<file path="config.mk">
export PLATFORM = sky130hd
export DESIGN_NAME = canonical_kmer_tokenizer
export DESIGN_NICKNAME = d
export VERILOG_FILES = /design/src/rtl/core/ckt_pkg.sv /design/src/rtl/core/ckt_window.sv /design/src/rtl/core/ckt_engine.sv /design/src/rtl/core/canonical_kmer_tokenizer.sv
export VERILOG_INCLUDE_DIRS = /design/src /design/src/rtl/core
export SDC_FILE = /design/constraint.sdc
export NUM_CORES = 1
export LEC_CHECK = 0
export ABC_AREA = 1
export BUFFER_PORTS_ARGS = -buffer_cell sky130_fd_sc_hd__buf_2
export CAP_MARGIN = 40
export CORE_MARGIN = 1.5
export CORE_UTILIZATION = 40
export CTS_BUF_LIST = sky130_fd_sc_hd__clkbuf_4 sky130_fd_sc_hd__clkbuf_8
export DETAILED_ROUTE_END_ITERATION = 10
export HOLD_SLACK_MARGIN = 0.03
export PLACE_DENSITY_LB_ADDON = 0.12
export SYNTH_ARGS = -nofsm -noshare
export SYNTH_HDL_FRONTEND = slang
export SYNTH_HIERARCHICAL = 1
export SYNTH_SLANG_ARGS = --single-unit
</file>
<file path="constraint.sdc">
create_clock -name clk -period 5.06 [get_ports clk]
set_clock_uncertainty 0.1 [all_clocks]
set_input_delay 0.759 -clock clk [delete_from_list [all_inputs] [get_ports clk]]
set_output_delay 0.759 -clock clk [all_outputs]
set_load 0.01 [all_outputs]
</file>
<file path="src/rtl/core/canonical_kmer_tokenizer_assert.svh">
// Assertion macros shared by the canonical k-mer tokenizer RTL.
// Each macro expands to one labeled concurrent assertion on clk, disabled in rst.
`ifndef CANONICAL_KMER_TOKENIZER_ASSERT_SVH
`define CANONICAL_KMER_TOKENIZER_ASSERT_SVH

// The consequent holds in the same cycle as the antecedent.
`define CKT_ASSERT_NOW(label, ante, cons, msg) \
  label: assert property (@(posedge clk) disable iff (rst) (ante) |-> (cons)) \
    else $error(msg);

// The consequent holds in the cycle after the antecedent.
`define CKT_ASSERT_NEXT(label, ante, cons, msg) \
  label: assert property (@(posedge clk) disable iff (rst) (ante) |=> (cons)) \
    else $error(msg);

`endif

</file>
<file path="src/rtl/core/ckt_pkg.sv">
// Package for the canonical k-mer tokenizer: constants, register indexes,
// the configuration struct and the complement lookup. No dependencies.
`timescale 1ns / 1ps

package ckt_pkg;

  localparam int DEF_MAX_KMER = 32;
  localparam int MAX_PAIRS    = 8;

  localparam int KLEN_REG_W = 6;
  localparam int KLEN_W     = 7;
  localparam int STEP_W     = 7;
  localparam int PHASE_W    = 6;
  localparam int PCNT_W     = 4;
  localparam int CFG_DATA_W = 64;
  localparam int CFG_IDX_W  = 3;
  localparam int BYTE_W     = 8;

  localparam logic [STEP_W-1:0] MAX_STEP = 7'd64;

  localparam logic [CFG_IDX_W-1:0] REG_KMER_LENGTH  = 3'd0;
  localparam logic [CFG_IDX_W-1:0] REG_STEP_SIZE    = 3'd1;
  localparam logic [CFG_IDX_W-1:0] REG_CANONICAL    = 3'd2;
  localparam logic [CFG_IDX_W-1:0] REG_PAIR_SOURCES = 3'd3;
  localparam logic [CFG_IDX_W-1:0] REG_PAIR_TARGETS = 3'd4;
  localparam logic [CFG_IDX_W-1:0] REG_PAIR_COUNT   = 3'd5;

  localparam logic [BYTE_W-1:0] CH_LOWER_A = 8'h61;
  localparam logic [BYTE_W-1:0] CH_LOWER_Z = 8'h7A;
  localparam logic [BYTE_W-1:0] CASE_DIFF  = 8'h20;

  typedef struct packed {
    logic [KLEN_W-1:0]     klen;
    logic [STEP_W-1:0]     step;
    logic                  canon;
    logic [CFG_DATA_W-1:0] sources;
    logic [CFG_DATA_W-1:0] targets;
    logic [PCNT_W-1:0]     npairs;
  } ckt_cfg_t;

  // The last matching pair wins; a character with no match stays unchanged.
  function automatic logic [BYTE_W-1:0] ckt_complement(input logic [BYTE_W-1:0] c,
                                                       input ckt_cfg_t cfg);
    logic [BYTE_W-1:0] t;
    t = c;
    for (int i = 0; i < MAX_PAIRS; i++) begin
      if ((PCNT_W'(i) < cfg.npairs) && (cfg.sources[i*BYTE_W +: BYTE_W] == c)) begin
        t = cfg.targets[i*BYTE_W +: BYTE_W];
      end
    end
    return t;
  endfunction

endpackage

</file>
<file path="src/rtl/core/ckt_window.sv">
// Circular character window of the last DEPTH characters with two read ports.
// Reads are addressed by distance back from the newest character. Uses ckt_pkg.
`timescale 1ns / 1ps

module ckt_window #(
  parameter int DEPTH = ckt_pkg::DEF_MAX_KMER,
  parameter int AW    = (DEPTH > 1) ? $clog2(DEPTH) : 1
) (
  input  logic                      clk,
  input  logic                      rst,
  input  logic                      wr_en,
  input  logic [ckt_pkg::BYTE_W-1:0] wr_data,
  input  logic                      rd_en,
  input  logic [AW-1:0]             rd_off_a,
  input  logic [AW-1:0]             rd_off_b,
  output logic [ckt_pkg::BYTE_W-1:0] rd_data_a,
  output logic [ckt_pkg::BYTE_W-1:0] rd_data_b
);
  import ckt_pkg::*;

  localparam logic [AW:0] DEPTH_W = (AW + 1)'(DEPTH);

  logic [BYTE_W-1:0] mem [DEPTH];
  logic [AW-1:0]     wptr;
  logic [AW-1:0]     newest;
  logic [AW-1:0]     addr_a;
  logic [AW-1:0]     addr_b;

  function automatic logic [AW-1:0] back_addr(input logic [AW-1:0] head,
                                              input logic [AW-1:0] off);
    logic [AW:0] sum;
    sum = (head >= off) ? ({1'b0, head} - {1'b0, off})
                        : ({1'b0, head} + DEPTH_W - {1'b0, off});
    return sum[AW-1:0];
  endfunction

  assign addr_a = back_addr(newest, rd_off_a);
  assign addr_b = back_addr(newest, rd_off_b);

  always_ff @(posedge clk) begin
    if (rst) begin
      wptr   <= '0;
      newest <= '0;
    end else if (wr_en) begin
      newest <= wptr;
      if ({1'b0, wptr} == DEPTH_W - 1'b1) begin
        wptr <= '0;
      end else begin
        wptr <= wptr + 1'b1;
      end
    end
  end

  always_ff @(posedge clk) begin
    if (wr_en) begin
      mem[wptr] <= wr_data;
    end
    if (rd_en) begin
      rd_data_a <= mem[addr_a];
      rd_data_b <= mem[addr_b];
    end
  end

endmodule

</file>
<file path="src/rtl/core/ckt_engine.sv">
// Sequencer of the tokenizer: line position tracking, the shared complement and
// compare unit, and the byte output register. Uses ckt_pkg and the assert macros.
`timescale 1ns / 1ps

`include "canonical_kmer_tokenizer_assert.svh"

module ckt_engine #(
  parameter int MAX_KMER = ckt_pkg::DEF_MAX_KMER,
  parameter int AW       = (MAX_KMER > 1) ? $clog2(MAX_KMER) : 1
) (
  input  logic                       clk,
  input  logic                       rst,
  input  ckt_pkg::ckt_cfg_t          cfg,
  input  logic                       in_valid,
  output logic                       in_ready,
  input  logic [ckt_pkg::BYTE_W-1:0] symbol,
  input  logic                       line_end,
  output logic                       out_valid,
  input  logic                       out_ready,
  output logic [ckt_pkg::BYTE_W-1:0] token_byte,
  output logic                       token_first,
  output logic                       token_last,
  output logic                       win_we,
  output logic [ckt_pkg::BYTE_W-1:0] win_wdata,
  output logic                       win_rd_en,
  output logic [AW-1:0]              win_off_a,
  output logic [AW-1:0]              win_off_b,
  input  logic [ckt_pkg::BYTE_W-1:0] win_rdata_a,
  input  logic [ckt_pkg::BYTE_W-1:0] win_rdata_b
);
  import ckt_pkg::*;

  localparam int CW = $clog2(MAX_KMER + 1);
  localparam logic [CW-1:0] FULL = CW'(MAX_KMER);

  localparam logic [1:0] S_IDLE = 2'd0;
  localparam logic [1:0] S_CMP  = 2'd1;
  localparam logic [1:0] S_EMIT = 2'd2;

  logic [1:0]         state;
  logic [CW-1:0]      filled;
  logic [PHASE_W-1:0] phase;
  logic [CW-1:0]      rd_idx;
  logic [CW-1:0]      out_cnt;
  logic               dv;
  logic               sel_rc;

  logic               accept;
  logic [CW-1:0]      k;
  logic [BYTE_W-1:0]  upper;
  logic               full_old;
  logic [STEP_W-1:0]  phase_inc;
  logic [PHASE_W-1:0] phase_next;
  logic [CW-1:0]      filled_next;
  logic               emit;
  logic               issue;
  logic               consume;
  logic [BYTE_W-1:0]  rc_byte;
  logic               rc_gt;
  logic               rc_lt;
  logic               decide;
  logic [CW-1:0]      off_a;

  assign k        = cfg.klen[CW-1:0];
  assign accept   = in_valid && in_ready;
  assign in_ready = (state == S_IDLE);

  assign upper = ((symbol >= CH_LOWER_A) && (symbol <= CH_LOWER_Z)) ? symbol - CASE_DIFF
                                                                     : symbol;

  assign full_old   = (filled >= k);
  assign phase_inc  = {1'b0, phase} + 1'b1;
  assign phase_next = !full_old ? phase :
                      (phase_inc >= cfg.step) ? '0 : phase_inc[PHASE_W-1:0];
  assign filled_next = (filled == FULL) ? filled : filled + 1'b1;
  assign emit        = (filled_next >= k) && (phase_next == '0);

  assign rc_byte = ckt_complement(win_rdata_b, cfg);
  assign rc_gt   = (rc_byte > win_rdata_a);
  assign rc_lt   = (rc_byte < win_rdata_a);
  assign decide  = dv && (rc_gt || rc_lt || (rd_idx == k));

  assign consume = (state == S_EMIT) && dv && (!out_valid || out_ready);
  assign issue   = (rd_idx < k) &&
                   ((state == S_CMP) || ((state == S_EMIT) && (!dv || consume)));

  assign off_a     = k - CW'(1) - rd_idx;
  assign win_off_a = off_a[AW-1:0];
  assign win_off_b = rd_idx[AW-1:0];
  assign win_rd_en = issue;
  assign win_we    = accept;
  assign win_wdata = upper;

  always_ff @(posedge clk) begin
    if (rst) begin
      state     <= S_IDLE;
      filled    <= '0;
      phase     <= '0;
      rd_idx    <= '0;
      out_cnt   <= '0;
      dv        <= 1'b0;
      sel_rc    <= 1'b0;
      out_valid <= 1'b0;
    end else begin
      if (out_valid && out_ready && !consume) begin
        out_valid <= 1'b0;
      end
      case (state)
        S_IDLE: begin
          if (accept) begin
            filled  <= line_end ? '0 : filled_next;
            phase   <= line_end ? '0 : phase_next;
            rd_idx  <= '0;
            out_cnt <= '0;
            dv      <= 1'b0;
            sel_rc  <= 1'b0;
            if (emit) begin
              state <= cfg.canon ? S_CMP : S_EMIT;
            end
          end
        end
        S_CMP: begin
          if (decide) begin
            sel_rc <= rc_gt;
            rd_idx <= '0;
            dv     <= 1'b0;
            state  <= S_EMIT;
          end else begin
            rd_idx <= rd_idx + CW'(issue);
            dv     <= issue;
          end
        end
        S_EMIT: begin
          rd_idx <= rd_idx + CW'(issue);
          dv     <= issue || (dv && !consume);
          if (consume) begin
            out_valid   <= 1'b1;
            token_byte  <= sel_rc ? rc_byte : win_rdata_a;
            token_first <= (out_cnt == '0);
            token_last  <= (out_cnt == k - 1'b1);
            out_cnt     <= out_cnt + 1'b1;
            if (out_cnt == k - 1'b1) begin
              state <= S_IDLE;
            end
          end
        end
        default: begin
          state <= S_IDLE;
        end
      endcase
    end
  end

  `CKT_ASSERT_NOW(a_idx_bound, state != S_IDLE, rd_idx <= k, "read index beyond k-mer")
  `CKT_ASSERT_NOW(a_cnt_bound, state == S_EMIT, out_cnt < k, "emit count beyond k-mer")
  `CKT_ASSERT_NOW(a_idle_no_data, state == S_IDLE, !dv, "window data pending while idle")
  `CKT_ASSERT_NEXT(a_last_done, consume && (out_cnt == k - 1'b1), state == S_IDLE,
                   "sequencer did not return to idle after the last byte")
  `CKT_ASSERT_NOW(a_single_byte, out_valid && token_first && token_last && state == S_IDLE,
                  k == CW'(1), "first and last byte coincide for a longer k-mer")

endmodule

</file>
<file path="src/rtl/core/canonical_kmer_tokenizer.sv">
// Canonical k-mer tokenizer: one k-mer of k bytes every step_size positions of a line,
// in canonical mode first compared with its reverse complement through the shared
// complement unit, then output one byte per cycle from the window memory while
// out_ready holds. No new input byte is taken until the last byte of a k-mer is out.
// Reset clears line position, sequencer and registers; the window memory has no reset.
`timescale 1ns / 1ps

module canonical_kmer_tokenizer #(
  parameter int MAX_KMER = ckt_pkg::DEF_MAX_KMER
) (
  input  logic                           clk,
  input  logic                           rst,
  input  logic                           cfg_write,
  input  logic [ckt_pkg::CFG_IDX_W-1:0]  cfg_index,
  input  logic [ckt_pkg::CFG_DATA_W-1:0] cfg_data,
  input  logic                           in_valid,
  output logic                           in_ready,
  input  logic [ckt_pkg::BYTE_W-1:0]     symbol,
  input  logic                           line_end,
  output logic                           out_valid,
  input  logic                           out_ready,
  output logic [ckt_pkg::BYTE_W-1:0]     token_byte,
  output logic                           token_first,
  output logic                           token_last
);
  import ckt_pkg::*;

  localparam int AW = (MAX_KMER > 1) ? $clog2(MAX_KMER) : 1;
  localparam logic [KLEN_W-1:0] KMAX = KLEN_W'(MAX_KMER);
  localparam logic [PCNT_W-1:0] PMAX = PCNT_W'(MAX_PAIRS);

  logic [KLEN_REG_W-1:0] kmer_length;
  logic [STEP_W-1:0]     step_size;
  logic                  canonical_enable;
  logic [CFG_DATA_W-1:0] pair_sources;
  logic [CFG_DATA_W-1:0] pair_targets;
  logic [PCNT_W-1:0]     pair_count;

  ckt_cfg_t          cfg;
  logic [KLEN_W-1:0] klen_ext;

  logic              win_we;
  logic [BYTE_W-1:0] win_wdata;
  logic              win_rd_en;
  logic [AW-1:0]     win_off_a;
  logic [AW-1:0]     win_off_b;
  logic [BYTE_W-1:0] win_rdata_a;
  logic [BYTE_W-1:0] win_rdata_b;

  always_ff @(posedge clk) begin
    if (rst) begin
      kmer_length      <= 6'd6;
      step_size        <= 7'd1;
      canonical_enable <= 1'b1;
      pair_sources     <= '0;
      pair_targets     <= '0;
      pair_count       <= '0;
    end else if (cfg_write) begin
      case (cfg_index)
        REG_KMER_LENGTH:  kmer_length      <= cfg_data[KLEN_REG_W-1:0];
        REG_STEP_SIZE:    step_size        <= cfg_data[STEP_W-1:0];
        REG_CANONICAL:    canonical_enable <= cfg_data[0];
        REG_PAIR_SOURCES: pair_sources     <= cfg_data;
        REG_PAIR_TARGETS: pair_targets     <= cfg_data;
        REG_PAIR_COUNT:   pair_count       <= cfg_data[PCNT_W-1:0];
        default: begin
        end
      endcase
    end
  end

  assign klen_ext = {1'b0, kmer_length};

  always_comb begin
    cfg.klen    = (klen_ext == '0) ? KLEN_W'(1) : (klen_ext > KMAX) ? KMAX : klen_ext;
    cfg.step    = (step_size == '0) ? STEP_W'(1) :
                  (step_size > MAX_STEP) ? MAX_STEP : step_size;
    cfg.canon   = canonical_enable;
    cfg.sources = pair_sources;
    cfg.targets = pair_targets;
    cfg.npairs  = (pair_count > PMAX) ? PMAX : pair_count;
  end

  ckt_engine #(
    .MAX_KMER(MAX_KMER),
    .AW      (AW)
  ) u_engine (
    .clk        (clk),
    .rst        (rst),
    .cfg        (cfg),
    .in_valid   (in_valid),
    .in_ready   (in_ready),
    .symbol     (symbol),
    .line_end   (line_end),
    .out_valid  (out_valid),
    .out_ready  (out_ready),
    .token_byte (token_byte),
    .token_first(token_first),
    .token_last (token_last),
    .win_we     (win_we),
    .win_wdata  (win_wdata),
    .win_rd_en  (win_rd_en),
    .win_off_a  (win_off_a),
    .win_off_b  (win_off_b),
    .win_rdata_a(win_rdata_a),
    .win_rdata_b(win_rdata_b)
  );

  ckt_window #(
    .DEPTH(MAX_KMER),
    .AW   (AW)
  ) u_window (
    .clk      (clk),
    .rst      (rst),
    .wr_en    (win_we),
    .wr_data  (win_wdata),
    .rd_en    (win_rd_en),
    .rd_off_a (win_off_a),
    .rd_off_b (win_off_b),
    .rd_data_a(win_rdata_a),
    .rd_data_b(win_rdata_b)
  );

endmodule
</file>
### After elaboration in Yosys (flattened, before gate mapping)

Memory sizes are Yosys's and may differ from the RTL's. A register that Yosys moved wholly into a read port is not among the register bits.
Cells that the tools add are included.

| storage, ports and cells | value |
|---|---|
| register bits after elaboration | 195 |
| bits in latches | 0 |
| RAM bits | 256 |
| ROM bits | 0 |
| word-level logic and storage cells | 173 |
| memories | 1 |

| cells by class | value |
|---|---|
| add/subtract/negate cells | 13 |
| $mul | 0 |
| div/mod/pow operators | 0 |
| order comparisons | 21 |
| eq/ne operators | 24 |
| shift-type cells | 0 |
| multiplexer cells | 45 |
| bitwise gates (word level) | 1 |
| reductions and logical operators | 49 |

Memories:

| name | words | width | read ports | clocked after Yosys merged registers in | write ports | line | source |
|---|---|---|---|---|---|---|---|
| u_window.mem | 32 | 8 | 2 | 2 | 1 | ckt_window.sv:23 | `logic [BYTE_W-1:0] mem [DEPTH];` |

Operators by type and width:

| cell | number |
|---|---|
| two-way mux 8 bit | 10 |
| == test 8 bit | 8 |
| two-way mux 6 bit | 10 |
| subtractor 5 bit | 5 |
| logical AND 1 bit | 19 |
| case mux 6 bit (3 select lines) | 1 |
| less-than comparator 3 x 4 -> 1 bit, first input constant | 4 |
| AND reduction 2 bit | 8 |
| two-way mux 5 bit | 3 |
| logical NOT 7 bit | 2 |
| two-way mux 7 bit | 2 |
| adder 6 x 1 -> 6 bit, second input constant | 2 |
| == test 6 bit | 2 |
| >= comparator 6 bit | 2 |
| logical NOT 6 bit | 2 |
| two-way mux 2 bit | 6 |
| case mux 6 bit (2 select lines) | 1 |
| adder 5 x 1 -> 5 bit, second input constant | 2 |
| >= comparator 5 bit | 2 |
| AND reduction 3 bit | 3 |
| >= comparator 8 x 7 -> 1 bit, second input constant | 1 |
| > comparator 8 bit | 1 |
| <= comparator 8 x 7 -> 1 bit, second input constant | 1 |
| less-than comparator 1 x 4 -> 1 bit, first input constant | 2 |
| other kinds (33) | 54 |

### Depth between registers and ports, before layout

Gate-level depths: netlist of run 1.

| depth | value |
|---|---|
| depth in word-level cells | 18 |
| depth in mapped cells | 32 |
| mapped depth without buffers | 31 |

### Cells and area by module

Netlist of run 1, hierarchy kept.

Modules (own cells, without submodules):

| module | times used | cells each | area an instance (sq um) | sequential area each (sq um) |
|---|---|---|---|---|
| ckt_window | 1 | 1,729 | 14,880.5 | 8,368.0 |
| canonical_kmer_tokenizer | 1 | 1,030 | 6,457.4 | 2,922.8 |
| ckt_engine | 1 | 862 | 5,367.6 | 880.8 |

### Worst setup path after synthesis of run 1

No wires, ideal clock.

| path | value |
|---|---|
| path type | flip-flop to flip-flop |
| start point | reg kmer_length[2] |
| end point | reg u_engine.rd_idx[4] |
| library setup time | 0.132 ns |
| arrival time | 3.712 ns |
| required time | 4.828 ns |
| setup slack | 1.116 ns |
| stages on the path, launching flop included | 18 |
| buffers on the path | 0 |
| clock period less this slack | 3.944 ns |
| path through | dfxtp_1 -> nor2_1 -> nand3_1 -> nand2_1 -> inv_1 -> nor2_1 -> inv_1 -> ha_1 -> a21oi_1 -> o21ai_0 -> a221oi_1 -> ha_1 -> ha_1 -> nand2_1 -> nor2_1 -> xnor2_1 -> nand3b_1 -> a21oi_1 |

RTL lines:

| what | line | source |
|---|---|---|
| from (decl) | canonical_kmer_tokenizer.sv:32 | `logic [KLEN_REG_W-1:0] kmer_length;` |
| from (signal assigned) | canonical_kmer_tokenizer.sv:60 | `REG_KMER_LENGTH: kmer_length <= cfg_data[KLEN_REG_W-1:0];` |
| to (signal assigned) | ckt_engine.sv:129 | `rd_idx <= rd_idx + CW'(issue);` |
| to (signal assigned) | ckt_engine.sv:134 | `rd_idx <= rd_idx + CW'(issue);` |
| to (decl) | ckt_engine.sv:43 | `logic [CW-1:0] rd_idx;` |

### Final worst setup path of run 1

| path | value |
|---|---|
| start point | reg u_window/rd_data_b[6] in the netlist's numbering, read port of u_window.mem |
| end point | reg u_engine.dv |

| on the way | value |
|---|---|
| longest elaborated chain between the ends | 16 |
| elaborated cells between the ends (all ways) | 31 |

RTL lines:

| what | line | source |
|---|---|---|
| from (decl) | ckt_window.sv:17 | `output logic [ckt_pkg::BYTE_W-1:0] rd_data_b` |
| == test 8 bit | ckt_pkg.sv:47 | `if ((PCNT_W'(i) < cfg.npairs) && (cfg.sources[i*BYTE_W +: BYTE_W] == c)) begin` |
| logical AND 1 bit | ckt_pkg.sv:47 |  |
| two-way mux 8 bit (7 in series) | ckt_pkg.sv:47 |  |
| two-way mux 8 bit * | ckt_pkg.sv:47 |  |
| > comparator 8 bit or less-than comparator 8 bit (tied branches) | ckt_engine.sv:79, ckt_engine.sv:80 |  |
| logical OR 1 bit * (2 in series) | ckt_engine.sv:81 | `assign decide = dv && (rc_gt \|\| rc_lt \|\| (rd_idx == k));` |
| logical AND 1 bit * | ckt_engine.sv:81 |  |
| two-way mux 1 bit * | ckt_engine.sv:123 | `if (decide) begin` |
| case mux 1 bit (3 select lines) * | ckt_engine.sv:108 | `case (state)` |
| to (signal assigned) | ckt_engine.sv:130 | `dv <= issue;` |
| to (signal assigned) | ckt_engine.sv:135 | `dv <= issue \|\| (dv && !consume);` |
| to (decl) | ckt_engine.sv:45 | `logic dv;` |

Every way passes the cells marked *; elsewhere a longest branch is shown, timed or not.
A chain may end at the register's enable or synchronous reset.

==> impl_metrics.xml, run 1 <==
<?xml version="1.0" encoding="UTF-8"?>
<metrics>
  <group name="synth">
    <metric name="syn_inst" unit="">3620</metric>
    <metric name="synthesis.nets" unit="">3767</metric>
    <metric name="netlist_area" unit="sq um">26700</metric>
    <metric name="yosysWarnings" unit="">6</metric>
    <metric name="postSynthAreaPerCell" unit="sq um">7.38</metric>
  </group>
  <group name="global_route">
    <metric name="grt_first_pass_wirelength" unit="um">128000</metric>
    <metric name="pin_count_of_the_biggest_net_entering_global_routing" unit="">129</metric>
    <metric name="globalRouteTotalUtil" unit="%">24.7</metric>
    <metric name="grt_overflow_total" unit="">0</metric>
    <metric name="antenna_found_initial" unit="">1</metric>
    <metric name="grt_pass1_vias" unit="">21900</metric>
  </group>
  <group name="finish">
    <metric name="layout.cells.most_common" unit="">sky130_fd_sc_hd__nand2_1</metric>
    <metric name="final_layout_size_suffix_gt1_share" unit="%">9.84</metric>
    <metric name="mostFrequentLayoutCells" unit="">sky130_fd_sc_hd__nand2_1 (1,200), sky130_fd_sc_hd__nand3_1 (571), sky130_fd_sc_hd__inv_1 (476)</metric>
    <metric name="layout.cell_area.non_filler" unit="sq um">29500</metric>
    <metric name="post-route-util" unit="%">44.8</metric>
    <metric name="filler_cell_count" unit="">6830</metric>
    <metric name="layout.nets" unit="">3812</metric>
    <metric name="area_growth_syn_to_layout" unit="%">10.6</metric>
  </group>
  <group name="timing">
    <metric name="fin_crit" unit="ps">4140</metric>
    <metric name="worst_tran_pin_value" unit="ps">901</metric>
    <metric name="setup_total_negative_slack" unit="ps">0</metric>
    <metric name="hold_viol_final" unit="">0</metric>
    <metric name="grt_setup_unrepaired" unit="">false</metric>
    <metric name="slew_headroom" unit="%">39.7</metric>
    <metric name="timing.final.ws_setup" unit="ps">919</metric>
    <metric name="setup_viol_count_final" unit="">0</metric>
    <metric name="timing.final.crit_share" unit="%">81.8</metric>
    <metric name="achievable-frequency" unit="MHz">241</metric>
    <metric name="drv_slew" unit="">0</metric>
  </group>
  <group name="cts">
    <metric name="clkSlewWorstSetupHoldPaths" unit="ps">60</metric>
    <metric name="post-cts-setup-buffers" unit="">0</metric>
    <metric name="ctsResizeCount" unit="">0</metric>
    <metric name="clock_root_buffer" unit="">sky130_fd_sc_hd__clkbuf_8</metric>
    <metric name="worst_skew_pair.late_latency" unit="ps">690</metric>
    <metric name="numClockSinks" unit="">467</metric>
    <metric name="cts_buffer_depth" unit="">3</metric>
    <metric name="cts.htree.levels" unit="">3</metric>
    <metric name="cts-buffers-inserted" unit="">88</metric>
    <metric name="cts.hold.buffers_added" unit="">0</metric>
    <metric name="cts_tree" unit="">done</metric>
  </group>
  <group name="setup_path">
    <metric name="cp_slowest_stage_delay" unit="ps">640</metric>
    <metric name="endpoint_kind" unit="">register</metric>
    <metric name="crit_arrival" unit="ps">4570</metric>
    <metric name="crit_type" unit="">reg2reg</metric>
    <metric name="critical_path_peak_fanout" unit="">16</metric>
    <metric name="crit_slowest_cell" unit="">sky130_fd_sc_hd__edfxtp_1</metric>
    <metric name="required" unit="ps">5490</metric>
    <metric name="cp_cell_sequence" unit="">inv_2 &gt; nor2_1 &gt; a211oi_1 &gt; o2111ai_1 &gt; nor2_2 &gt; a21oi_1 &gt; a21boi_1 &gt; ha_1 &gt; a21oi_1 &gt; o21ai_0 &gt; a21o_1 &gt; nand2_1 &gt; nand2_1 &gt; nand2_1 &gt; inv_1 &gt; or2_2 &gt; o211ai_1 &gt; a21oi_1</metric>
    <metric name="timing.critical_path.from_type" unit="">register</metric>
  </group>
  <group name="placed_design">
    <metric name="gp_congestion" unit="">0.871</metric>
    <metric name="dp_worst_setup_slack" unit="ps">1000</metric>
    <metric name="numPortBuffers" unit="">92</metric>
    <metric name="post-dp-hpwl" unit="um">54600</metric>
    <metric name="dp_area" unit="sq um">27700</metric>
  </group>
  <group name="detailed_routing">
    <metric name="drcViolationCount" unit="">0</metric>
    <metric name="drt_first_iter_violations" unit="">1973</metric>
    <metric name="vias_per_cell" unit="">4.99</metric>
    <metric name="wl_per_cell" unit="um">18.4</metric>
    <metric name="dr_total_vias" unit="">23000</metric>
    <metric name="dr.pass1.iters" unit="">6</metric>
    <metric name="antenna_left" unit="">0</metric>
    <metric name="postRouteWirelength" unit="um">84600</metric>
  </group>
  <group name="floorplan">
    <metric name="core_region_area" unit="sq um">65900</metric>
    <metric name="die_height" unit="um">261</metric>
    <metric name="fp.dieArea" unit="sq um">68300</metric>
    <metric name="boundaryPins" unit="">93</metric>
    <metric name="floorplan.die.width" unit="um">261</metric>
    <metric name="fp-row-count" unit="">94</metric>
    <metric name="start_util" unit="%">40.5</metric>
  </group>
  <group name="job">
    <metric name="cap_violations" unit="">0</metric>
  </group>
  <group name="power_and_ir_drop">
    <metric name="finalPower" unit="W">0.00981</metric>
    <metric name="ir_worst_vdd" unit="uV">196</metric>
    <metric name="power.net_switching" unit="W">0.00305</metric>
    <metric name="share_seq_of_total_power" unit="%">42.8</metric>
    <metric name="combinationalPowerShare" unit="%">18.7</metric>
    <metric name="p_int" unit="W">0.00676</metric>
    <metric name="power_switching_share" unit="%">31.1</metric>
    <metric name="power.density_cell_area" unit="nW/um^2">332</metric>
    <metric name="power_frac_clock" unit="%">38.5</metric>
    <metric name="static-leakage-power" unit="nW">13.3</metric>
  </group>
  <group name="status">
    <metric name="outcome" unit="">finished, final reports clean</metric>
  </group>
  <group name="hold_path">
    <metric name="hp-class" unit="">in2reg</metric>
  </group>
</metrics>
## critical path: cells and delay by family, from the launching register on
family,cells,cell delay [ps]
buffers and inverters,2,300
flip-flops,1,640
AND/OR/NAND/NOR,6,1200
adder cells (fa/ha/maj),1,260
AO/OA/AOI/OAI,9,1470
## registers in the layout, indices dropped and copies added (netlist names), 2 cells and up
signal and cells:
kmer_length 6, pair_count 4, pair_sources 64, pair_targets 64, step_size 7, u_engine/filled 6
u_engine/out_cnt 6, u_engine/phase 6, u_engine/rd_idx 6, u_engine/state 2, u_engine/token_byte 8, u_window/mem 256
u_window/newest 5, u_window/rd_data_a 8, u_window/rd_data_b 8, u_window/wptr 5
## final cells by class
cell class | instances | area [sq um] | share of cell area, %
sequential | 467 | 12200 | 41.2
multi-input combinational | 2475 | 11600 | 39.4
inverter | 494 | 1890 | 6.39
clock buffer | 139 | 1690 | 5.72
tap | 864 | 1080 | 3.66
timing repair buffer | 139 | 948 | 3.21
clock inverter | 25 | 116 | 0.394
antenna | 1 | 2.50 | 0.00848
## layer usage
metal | track usage (%) | vias to the layer above | routed length (um)
li1 | - | 11500 | -
met1 | 31.5 | 10500 | 36500
met2 | 41.0 | 740 | 39400
met3 | 4.19 | 194 | 5150
met4 | 11.3 | 0 | 3530
met5 | 0 | - | 0
## path summary, 6_finish.rpt
kind | startpoint | endpoint | slack [ps] | cells past startpoint
hold reg to reg | pair_count[2] | pair_count[2] | 380 | 2
hold / removal | cfg_data[2] | kmer_length[2] | 230 | 3
setup / recovery | u_window/rd_data_b[6] | u_engine/dv | 920 | 18
setup reg to reg | u_window/rd_data_b[6] | u_engine/dv | 920 | 18
## per-stage QoR
step	hold WS, ps	std cells
global placement	356	4425
detailed placement	370	4439
floorplan	335	3620
global route	208	4604
finish	227	4604
CTS	166	4603
## power groups by stage
| stage | registers [W] | clock network [W] | logic [W] |
|---|---|---|---|
| 4_1_cts | 0.00420 | 0.00389 | 0.00182 |
| 6_report | 0.00420 | 0.00378 | 0.00183 |
| 3_3_place_gp | 0.00428 | 0 | 0.00181 |
| 3_5_place_dp | 0.00428 | 0 | 0.00181 |
| 5_1_grt | 0.00421 | 0.00403 | 0.00199 |
| 2_1_floorplan | 0.00424 | 0 | 0.00122 |
Note: power is estimated with default switching activity, not from simulation.
==> run 2, diff against run 1 <==
- clock period: 5.06 -> 3.4 ns (I/O delays scaled with it)
==> impl_metrics.xml, run 2 (synthesized netlist as in run 1, its figures left out) <==
<?xml version="1.0" encoding="UTF-8"?>
<metrics>
  <group name="floorplan">
    <metric name="start_util" unit="%">40.5</metric>
    <metric name="fp.dieArea" unit="sq um">68300</metric>
    <metric name="fp-row-count" unit="">94</metric>
    <metric name="boundaryPins" unit="">93</metric>
    <metric name="die_height" unit="um">261</metric>
    <metric name="floorplan.die.width" unit="um">261</metric>
    <metric name="core_region_area" unit="sq um">65900</metric>
  </group>
  <group name="placed_design">
    <metric name="gp_congestion" unit="">0.910</metric>
    <metric name="post-dp-hpwl" unit="um">61100</metric>
    <metric name="dp_worst_setup_slack" unit="ps">-442</metric>
    <metric name="numPortBuffers" unit="">92</metric>
  </group>
  <group name="setup_path">
    <metric name="timing.critical_path.buf_inv" unit="">7</metric>
    <metric name="required" unit="ps">3740</metric>
    <metric name="r2r_worst_path_depth" unit="">20</metric>
    <metric name="cpMostUsedCell" unit="">sky130_fd_sc_hd__nand2_1</metric>
    <metric name="endpoint_kind" unit="">register</metric>
    <metric name="critical_path_depth" unit="">20</metric>
    <metric name="timing.critical_path.from_type" unit="">register</metric>
    <metric name="crit_slowest_cell" unit="">sky130_fd_sc_hd__fa_2</metric>
    <metric name="crit_type" unit="">reg2reg</metric>
    <metric name="cpLargestDelayFamily" unit="">adder cells</metric>
    <metric name="critical_path_peak_fanout" unit="">8</metric>
    <metric name="crit_arrival" unit="ps">3940</metric>
    <metric name="cp_slowest_stage_delay" unit="ps">610</metric>
    <metric name="cp_cell_sequence" unit="">nor2_2 &gt; nand3_2 &gt; nand2_1 &gt; inv_2 &gt; nor2_2 &gt; inv_2 &gt; ha_4 &gt; inv_4 &gt; fa_2 &gt; fa_2 &gt; buf_12 &gt; clkinv_16 &gt; buf_6 &gt; clkbuf_16 &gt; nand3_1 &gt; nand2_1 &gt; nand2_1 &gt; nand3_2 &gt; nand3_2 &gt; nand2_1</metric>
  </group>
  <group name="detailed_routing">
    <metric name="wl_per_cell" unit="um">18.6</metric>
    <metric name="dr_total_vias" unit="">24300</metric>
    <metric name="vias_per_cell" unit="">5.01</metric>
    <metric name="dr.pass1.iters" unit="">5</metric>
    <metric name="drt_first_iter_violations" unit="">2132</metric>
    <metric name="postRouteWirelength" unit="um">90100</metric>
    <metric name="antenna_left" unit="">0</metric>
    <metric name="drcViolationCount" unit="">0</metric>
  </group>
  <group name="global_route">
    <metric name="pin_count_of_the_biggest_net_entering_global_routing" unit="">115</metric>
    <metric name="globalRouteTotalUtil" unit="%">26.3</metric>
    <metric name="antenna_found_initial" unit="">4</metric>
    <metric name="grt_overflow_total" unit="">0</metric>
    <metric name="grt_first_pass_wirelength" unit="um">137000</metric>
    <metric name="grt_pass1_vias" unit="">23300</metric>
  </group>
  <group name="finish">
    <metric name="filler_cell_count" unit="">6427</metric>
    <metric name="reg_top3" unit="">u_window/mem x256, pair_sources x64, pair_targets x64</metric>
    <metric name="layout.cells.most_common" unit="">sky130_fd_sc_hd__nand2_1</metric>
    <metric name="area_growth_syn_to_layout" unit="%">26.0</metric>
    <metric name="largest_reg_flops" unit="">256</metric>
    <metric name="final_layout_size_suffix_gt1_share" unit="%">20.1</metric>
    <metric name="layout.nets" unit="">4051</metric>
    <metric name="reg_area" unit="sq um">12200</metric>
    <metric name="top_register" unit="">u_window/mem</metric>
    <metric name="multiInputGateArea" unit="sq um">12900</metric>
    <metric name="mostFrequentLayoutCells" unit="">sky130_fd_sc_hd__nand2_1 (1,151), sky130_fd_sc_hd__inv_1 (464), sky130_fd_sc_hd__nand3_1 (436)</metric>
  </group>
  <group name="timing">
    <metric name="holdWs" unit="ps">75.0</metric>
    <metric name="setup_viol_count_final" unit="">18</metric>
    <metric name="timing.final.crit_share" unit="%">106</metric>
    <metric name="fin_crit" unit="ps">3590</metric>
    <metric name="worst_tran_pin_value" unit="ps">766</metric>
    <metric name="drv_slew" unit="">0</metric>
    <metric name="timing.final.ws_setup" unit="ps">-193</metric>
    <metric name="achievable-frequency" unit="MHz">278</metric>
    <metric name="grt_setup_unrepaired" unit="">true</metric>
    <metric name="hold_viol_final" unit="">0</metric>
    <metric name="slew_headroom" unit="%">48.7</metric>
  </group>
  <group name="power_and_ir_drop">
    <metric name="finalPower" unit="W">0.0166</metric>
    <metric name="static-leakage-power" unit="nW">15.2</metric>
    <metric name="ir_worst_vdd" unit="uV">281</metric>
    <metric name="power.density_cell_area" unit="nW/um^2">494</metric>
  </group>
  <group name="hold_path">
    <metric name="hp-class" unit="">in2reg</metric>
    <metric name="min_path_cells" unit="">5</metric>
  </group>
  <group name="cts">
    <metric name="cts_buffer_depth" unit="">3</metric>
    <metric name="cts_tree" unit="">done</metric>
    <metric name="clock_root_buffer" unit="">sky130_fd_sc_hd__clkbuf_8</metric>
    <metric name="clkSlewWorstSetupHoldPaths" unit="ps">60</metric>
    <metric name="numClockSinks" unit="">467</metric>
    <metric name="worst_skew_pair.late_latency" unit="ps">690</metric>
    <metric name="cts.htree.levels" unit="">3</metric>
    <metric name="cts-buffers-inserted" unit="">87</metric>
  </group>
  <group name="job">
    <metric name="cap_violations" unit="">0</metric>
  </group>
  <group name="status">
    <metric name="outcome" unit="">complete, but fails checks</metric>
    <metric name="failing_checks" unit="">setup timing</metric>
  </group>
</metrics>
==> run 2: cell count changes in the layout (fill, tap and decap cells not counted), moves of 12 or more <==
cell	change
sky130_fd_sc_hd__nand3_4	+15
sky130_fd_sc_hd__nand2_1	-49
sky130_fd_sc_hd__nand3_2	+120
sky130_fd_sc_hd__buf_4	+125
sky130_fd_sc_hd__nand2_2	+43
sky130_fd_sc_hd__dlygate4sd3_1	+48
sky130_fd_sc_hd__buf_12	+36
sky130_fd_sc_hd__nand3_1	-135
sky130_fd_sc_hd__inv_1	-12
sky130_fd_sc_hd__buf_6	+16
==> run 2: worst paths after layout <==
path / start / endpoint / slack, ps
worst max register to register: kmer_length[3] / u_window/rd_data_a[3] / -190
worst max-delay path: kmer_length[3] / u_window/rd_data_a[3] / -190
worst min-delay path: cfg_data[33] / pair_targets[33] / 80
worst min register to register: pair_targets[12] / pair_targets[12] / 380
==> run 2: through the flow <==
| step | TNS (ps) | cells | utilization (%) | instance area (sq um) |
|---|---|---|---|---|
| after global placement | -5620 | 4589 | 44.2 | 29100 |
| after detailed placement | -6090 | 4589 | 44.2 | 29100 |
| final | -2550 | 4843 | 51.1 | 33600 |
| after global routing | -5770 | 4843 | 51.1 | 33600 |
| after floorplan | 0 | 3620 | - | 26700 |
| after CTS | -2000 | 4829 | 50.1 | 33000 |
==> run 2: report_power, final <==
group / internal, W / total (W) / leakage, nW / switching [W]
Sequential: 0.00615 / 0.00624 / 4.05 / 0.0000891
Clock: 0.00363 / 0.00619 / 1.02 / 0.00256
Combinational: 0.00170 / 0.00419 / 10.1 / 0.00249
Total: 0.0115 / 0.0166 / 15.2 / 0.00514
==> run 2: metal layers <==
metal / global-route usage [%] / routed length (um) / vias to the layer above
met1: 34.2 / 38800 / 11200
li1: - / - / 12000
met5: 0 / 0 / -
met3: 3.64 / 4900 / 172
met2: 44.3 / 43100 / 805
met4: 10.5 / 3310 / 0
==> run 2: what timing repair did <==
action                     in CTS  in global routing
resized for setup             197                135
pin swaps                     101                 97
hold buffers                   48                  0
buffers inserted               20                 10
setup endpoints to repair      18                 18
hold endpoints to repair       77                  0
gates cloned                   13                  3
==> run 2: layout make-up <==
type | count | share of cell area, %
diodes | 4 | 0.0297
multi-input cells | 2476 | 38.3
clock buffers | 128 | 4.62
flip-flops and latches | 467 | 36.2
inverters | 494 | 5.69
clock inverters | 32 | 1.19
well taps | 864 | 3.21
repair buffers | 378 | 10.7
==> run 2: worst min-delay path: cells and delay by family <==
family	cells	cell delay [ps]
and+or+nand+nor	3	190
buffers and inverters	2	120
==> run 3, diff against run 2 <==
- PLACE_DENSITY_LB_ADDON: 0.12 -> default
==> impl_metrics.xml, run 3 (synthesized netlist as in run 1, its figures left out) <==
<?xml version="1.0" encoding="UTF-8"?>
<metrics>
  <group name="finish">
    <metric name="top_register" unit="">u_window/mem</metric>
    <metric name="layout.cells.most_common" unit="">sky130_fd_sc_hd__nand2_1</metric>
    <metric name="area_growth_syn_to_layout" unit="%">23.1</metric>
    <metric name="final_layout_size_suffix_gt1_share" unit="%">19.8</metric>
    <metric name="largest_reg_flops" unit="">256</metric>
    <metric name="filler_cell_count" unit="">6460</metric>
    <metric name="reg_top3" unit="">u_window/mem x256, pair_sources x64, pair_targets x64</metric>
    <metric name="layout.nets" unit="">4057</metric>
    <metric name="finalNonFillerCells" unit="">4840</metric>
    <metric name="layout.cell_area.non_filler" unit="sq um">32900</metric>
    <metric name="mostFrequentLayoutCells" unit="">sky130_fd_sc_hd__nand2_1 (1,137), sky130_fd_sc_hd__nand3_1 (481), sky130_fd_sc_hd__inv_1 (468)</metric>
  </group>
  <group name="floorplan">
    <metric name="core_region_area" unit="sq um">65900</metric>
    <metric name="floorplan.die.width" unit="um">261</metric>
    <metric name="boundaryPins" unit="">93</metric>
    <metric name="fp-row-count" unit="">94</metric>
    <metric name="fp.dieArea" unit="sq um">68300</metric>
    <metric name="start_util" unit="%">40.5</metric>
    <metric name="die_height" unit="um">261</metric>
  </group>
  <group name="timing">
    <metric name="fin_crit" unit="ps">3580</metric>
    <metric name="holdWs" unit="ps">70.4</metric>
    <metric name="worst_tran_pin_value" unit="ps">840</metric>
    <metric name="setup_viol_count_final" unit="">19</metric>
    <metric name="grt_setup_unrepaired" unit="">true</metric>
    <metric name="slew_headroom" unit="%">44.0</metric>
    <metric name="drv_slew" unit="">0</metric>
    <metric name="timing.final.ws_setup" unit="ps">-177</metric>
    <metric name="achievable-frequency" unit="MHz">280</metric>
    <metric name="setup_total_negative_slack" unit="ps">-2180</metric>
    <metric name="timing.final.crit_share" unit="%">105</metric>
    <metric name="hold_viol_final" unit="">0</metric>
  </group>
  <group name="global_route">
    <metric name="global_routing_met2_resource_utilization" unit="%">41.9</metric>
    <metric name="globalRouteTotalUtil" unit="%">25.1</metric>
    <metric name="grt_first_pass_wirelength" unit="um">132000</metric>
    <metric name="antenna_found_initial" unit="">2</metric>
    <metric name="pin_count_of_the_biggest_net_entering_global_routing" unit="">129</metric>
    <metric name="met1_track_demand_over_resource" unit="%">31.8</metric>
    <metric name="grt_pass1_vias" unit="">23100</metric>
    <metric name="grt_util_met3" unit="%">4.51</metric>
    <metric name="top_usage_layer" unit="">met2</metric>
    <metric name="grt_overflow_total" unit="">0</metric>
  </group>
  <group name="detailed_routing">
    <metric name="drcViolationCount" unit="">0</metric>
    <metric name="wl_per_cell" unit="um">17.9</metric>
    <metric name="antenna_left" unit="">0</metric>
    <metric name="dr.pass1.iters" unit="">5</metric>
    <metric name="vias_per_cell" unit="">5.06</metric>
    <metric name="dr_total_vias" unit="">24500</metric>
    <metric name="postRouteWirelength" unit="um">86800</metric>
    <metric name="drt_first_iter_violations" unit="">2151</metric>
  </group>
  <group name="power_and_ir_drop">
    <metric name="power_frac_clock" unit="%">35.0</metric>
    <metric name="finalPower" unit="W">0.0154</metric>
    <metric name="power.net_switching" unit="W">0.00490</metric>
    <metric name="share_seq_of_total_power" unit="%">40.6</metric>
    <metric name="power_switching_share" unit="%">31.9</metric>
    <metric name="power.density_cell_area" unit="nW/um^2">467</metric>
    <metric name="ir_worst_vdd" unit="uV">323</metric>
    <metric name="combinationalPowerShare" unit="%">24.4</metric>
    <metric name="p_int" unit="W">0.0105</metric>
    <metric name="static-leakage-power" unit="nW">14.9</metric>
  </group>
  <group name="setup_path">
    <metric name="timing.rr.start" unit="">u_window/rd_data_b[7]</metric>
    <metric name="cpMostUsedCell" unit="">sky130_fd_sc_hd__nand2_1</metric>
    <metric name="crit_arrival" unit="ps">4020</metric>
    <metric name="cpLargestDelayFamily" unit="">buffers and inverters</metric>
    <metric name="crit_slowest_cell" unit="">sky130_fd_sc_hd__edfxtp_1</metric>
    <metric name="cp_slowest_stage_delay" unit="ps">430</metric>
    <metric name="cp-startpoint" unit="">u_window/rd_data_b[7]</metric>
    <metric name="timing.critical_path.buf_inv" unit="">8</metric>
    <metric name="required" unit="ps">3840</metric>
    <metric name="crit_type" unit="">reg2reg</metric>
    <metric name="timing.critical_path.from_type" unit="">register</metric>
    <metric name="endpoint_kind" unit="">register</metric>
    <metric name="critical_path_peak_fanout" unit="">5</metric>
  </group>
  <group name="cts">
    <metric name="clkSlewWorstSetupHoldPaths" unit="ps">60</metric>
    <metric name="cts.htree.levels" unit="">3</metric>
    <metric name="cts_tree" unit="">done</metric>
    <metric name="worst_skew_pair.late_latency" unit="ps">700</metric>
    <metric name="clock_root_buffer" unit="">sky130_fd_sc_hd__clkbuf_8</metric>
    <metric name="cts-buffers-inserted" unit="">83</metric>
    <metric name="cts_buffer_depth" unit="">3</metric>
    <metric name="numClockSinks" unit="">467</metric>
  </group>
  <group name="status">
    <metric name="failing_checks" unit="">setup timing</metric>
    <metric name="outcome" unit="">complete, but fails checks</metric>
  </group>
  <group name="placed_design">
    <metric name="post-dp-hpwl" unit="um">57600</metric>
    <metric name="numPortBuffers" unit="">92</metric>
    <metric name="dp.cells" unit="">4591</metric>
    <metric name="gp_congestion" unit="">0.949</metric>
    <metric name="dp_area" unit="sq um">29000</metric>
  </group>
  <group name="job">
    <metric name="cap_violations" unit="">0</metric>
  </group>
  <group name="hold_path">
    <metric name="holdCritStartpoint" unit="">cfg_data[25]</metric>
    <metric name="hp-class" unit="">in2reg</metric>
  </group>
</metrics>
-- run 3: cell types whose count changed in the layout (fill, tap and decap cells not counted), sizes merged --
cell / previous run / this run
buf: 328 / 354
clkinv: 19 / 34
dlygate4sd3: 48 / 33
clkbuf: 130 / 117
bufinv: 9 / 1
inv: 494 / 490
diode: 4 / 2
clkinvlp: 4 / 3
nand2: 1208 / 1207
-- run 3: metrics by stage --
step                setup slack, ps  util, %
floorplan                      27.0        -
global placement               -293     44.0
detailed placement             -326     44.0
CTS                            -121     48.4
global route                   -405     49.9
finish                         -177     49.9
-- run 3: cell type report --
class                      instances  area (sq um)  share of cell area [%]
clock inverter                    34           200                   0.609
multi-input combinational       2475         12600                    38.3
tap                              864          1080                    3.29
antenna                            2          5.00                  0.0152
clock buffer                     115          1480                    4.49
sequential                       467         12200                    37.1
timing repair buffer             389          3410                    10.4
inverter                         494          1930                    5.87
-- run 3: power by group through the flow --
stage / clock (W) / sequential [W] / combinational (W)
finish: 0.00537 / 0.00624 / 0.00375
global route: 0.00572 / 0.00625 / 0.00399
CTS: 0.00549 / 0.00623 / 0.00344
detailed placement: 0 / 0.00635 / 0.00297
global placement: 0 / 0.00635 / 0.00296
floorplan: 0 / 0.00631 / 0.00181
-- run 3: worst paths after layout --
| kind | depth (start not counted) | to | slack (ps) |
|---|---|---|---|
| setup / recovery | 27 | u_engine/state[0] | -180 |
| hold / removal | 5 | pair_sources[25] | 70 |
| setup reg to reg | 27 | u_engine/state[0] | -180 |
| hold reg to reg | 2 | u_window/newest[0] | 370 |
-- run 3: what timing repair did --
item | CTS | global route
hold buffers | 33 | 0
buffers inserted | 22 | 37
cloned | 6 | 3
pin swaps | 59 | 115
endpoints found under the hold margin | 39 | 0
endpoints found under the setup margin | 18 | 19
resized for setup | 119 | 175
-- run 3: metal layers --
layer	routed length, um	up-vias
met2	40800	939
met3	6170	232
met5	0	-
li1	-	12000
met1	36000	11300
met4	3820	0
-- run 3: tightest hold or removal path: cells and delay by family --
kind                   cells  cell delay, ps
AND/OR/NAND/NOR            3             190
buffers and inverters      2             110
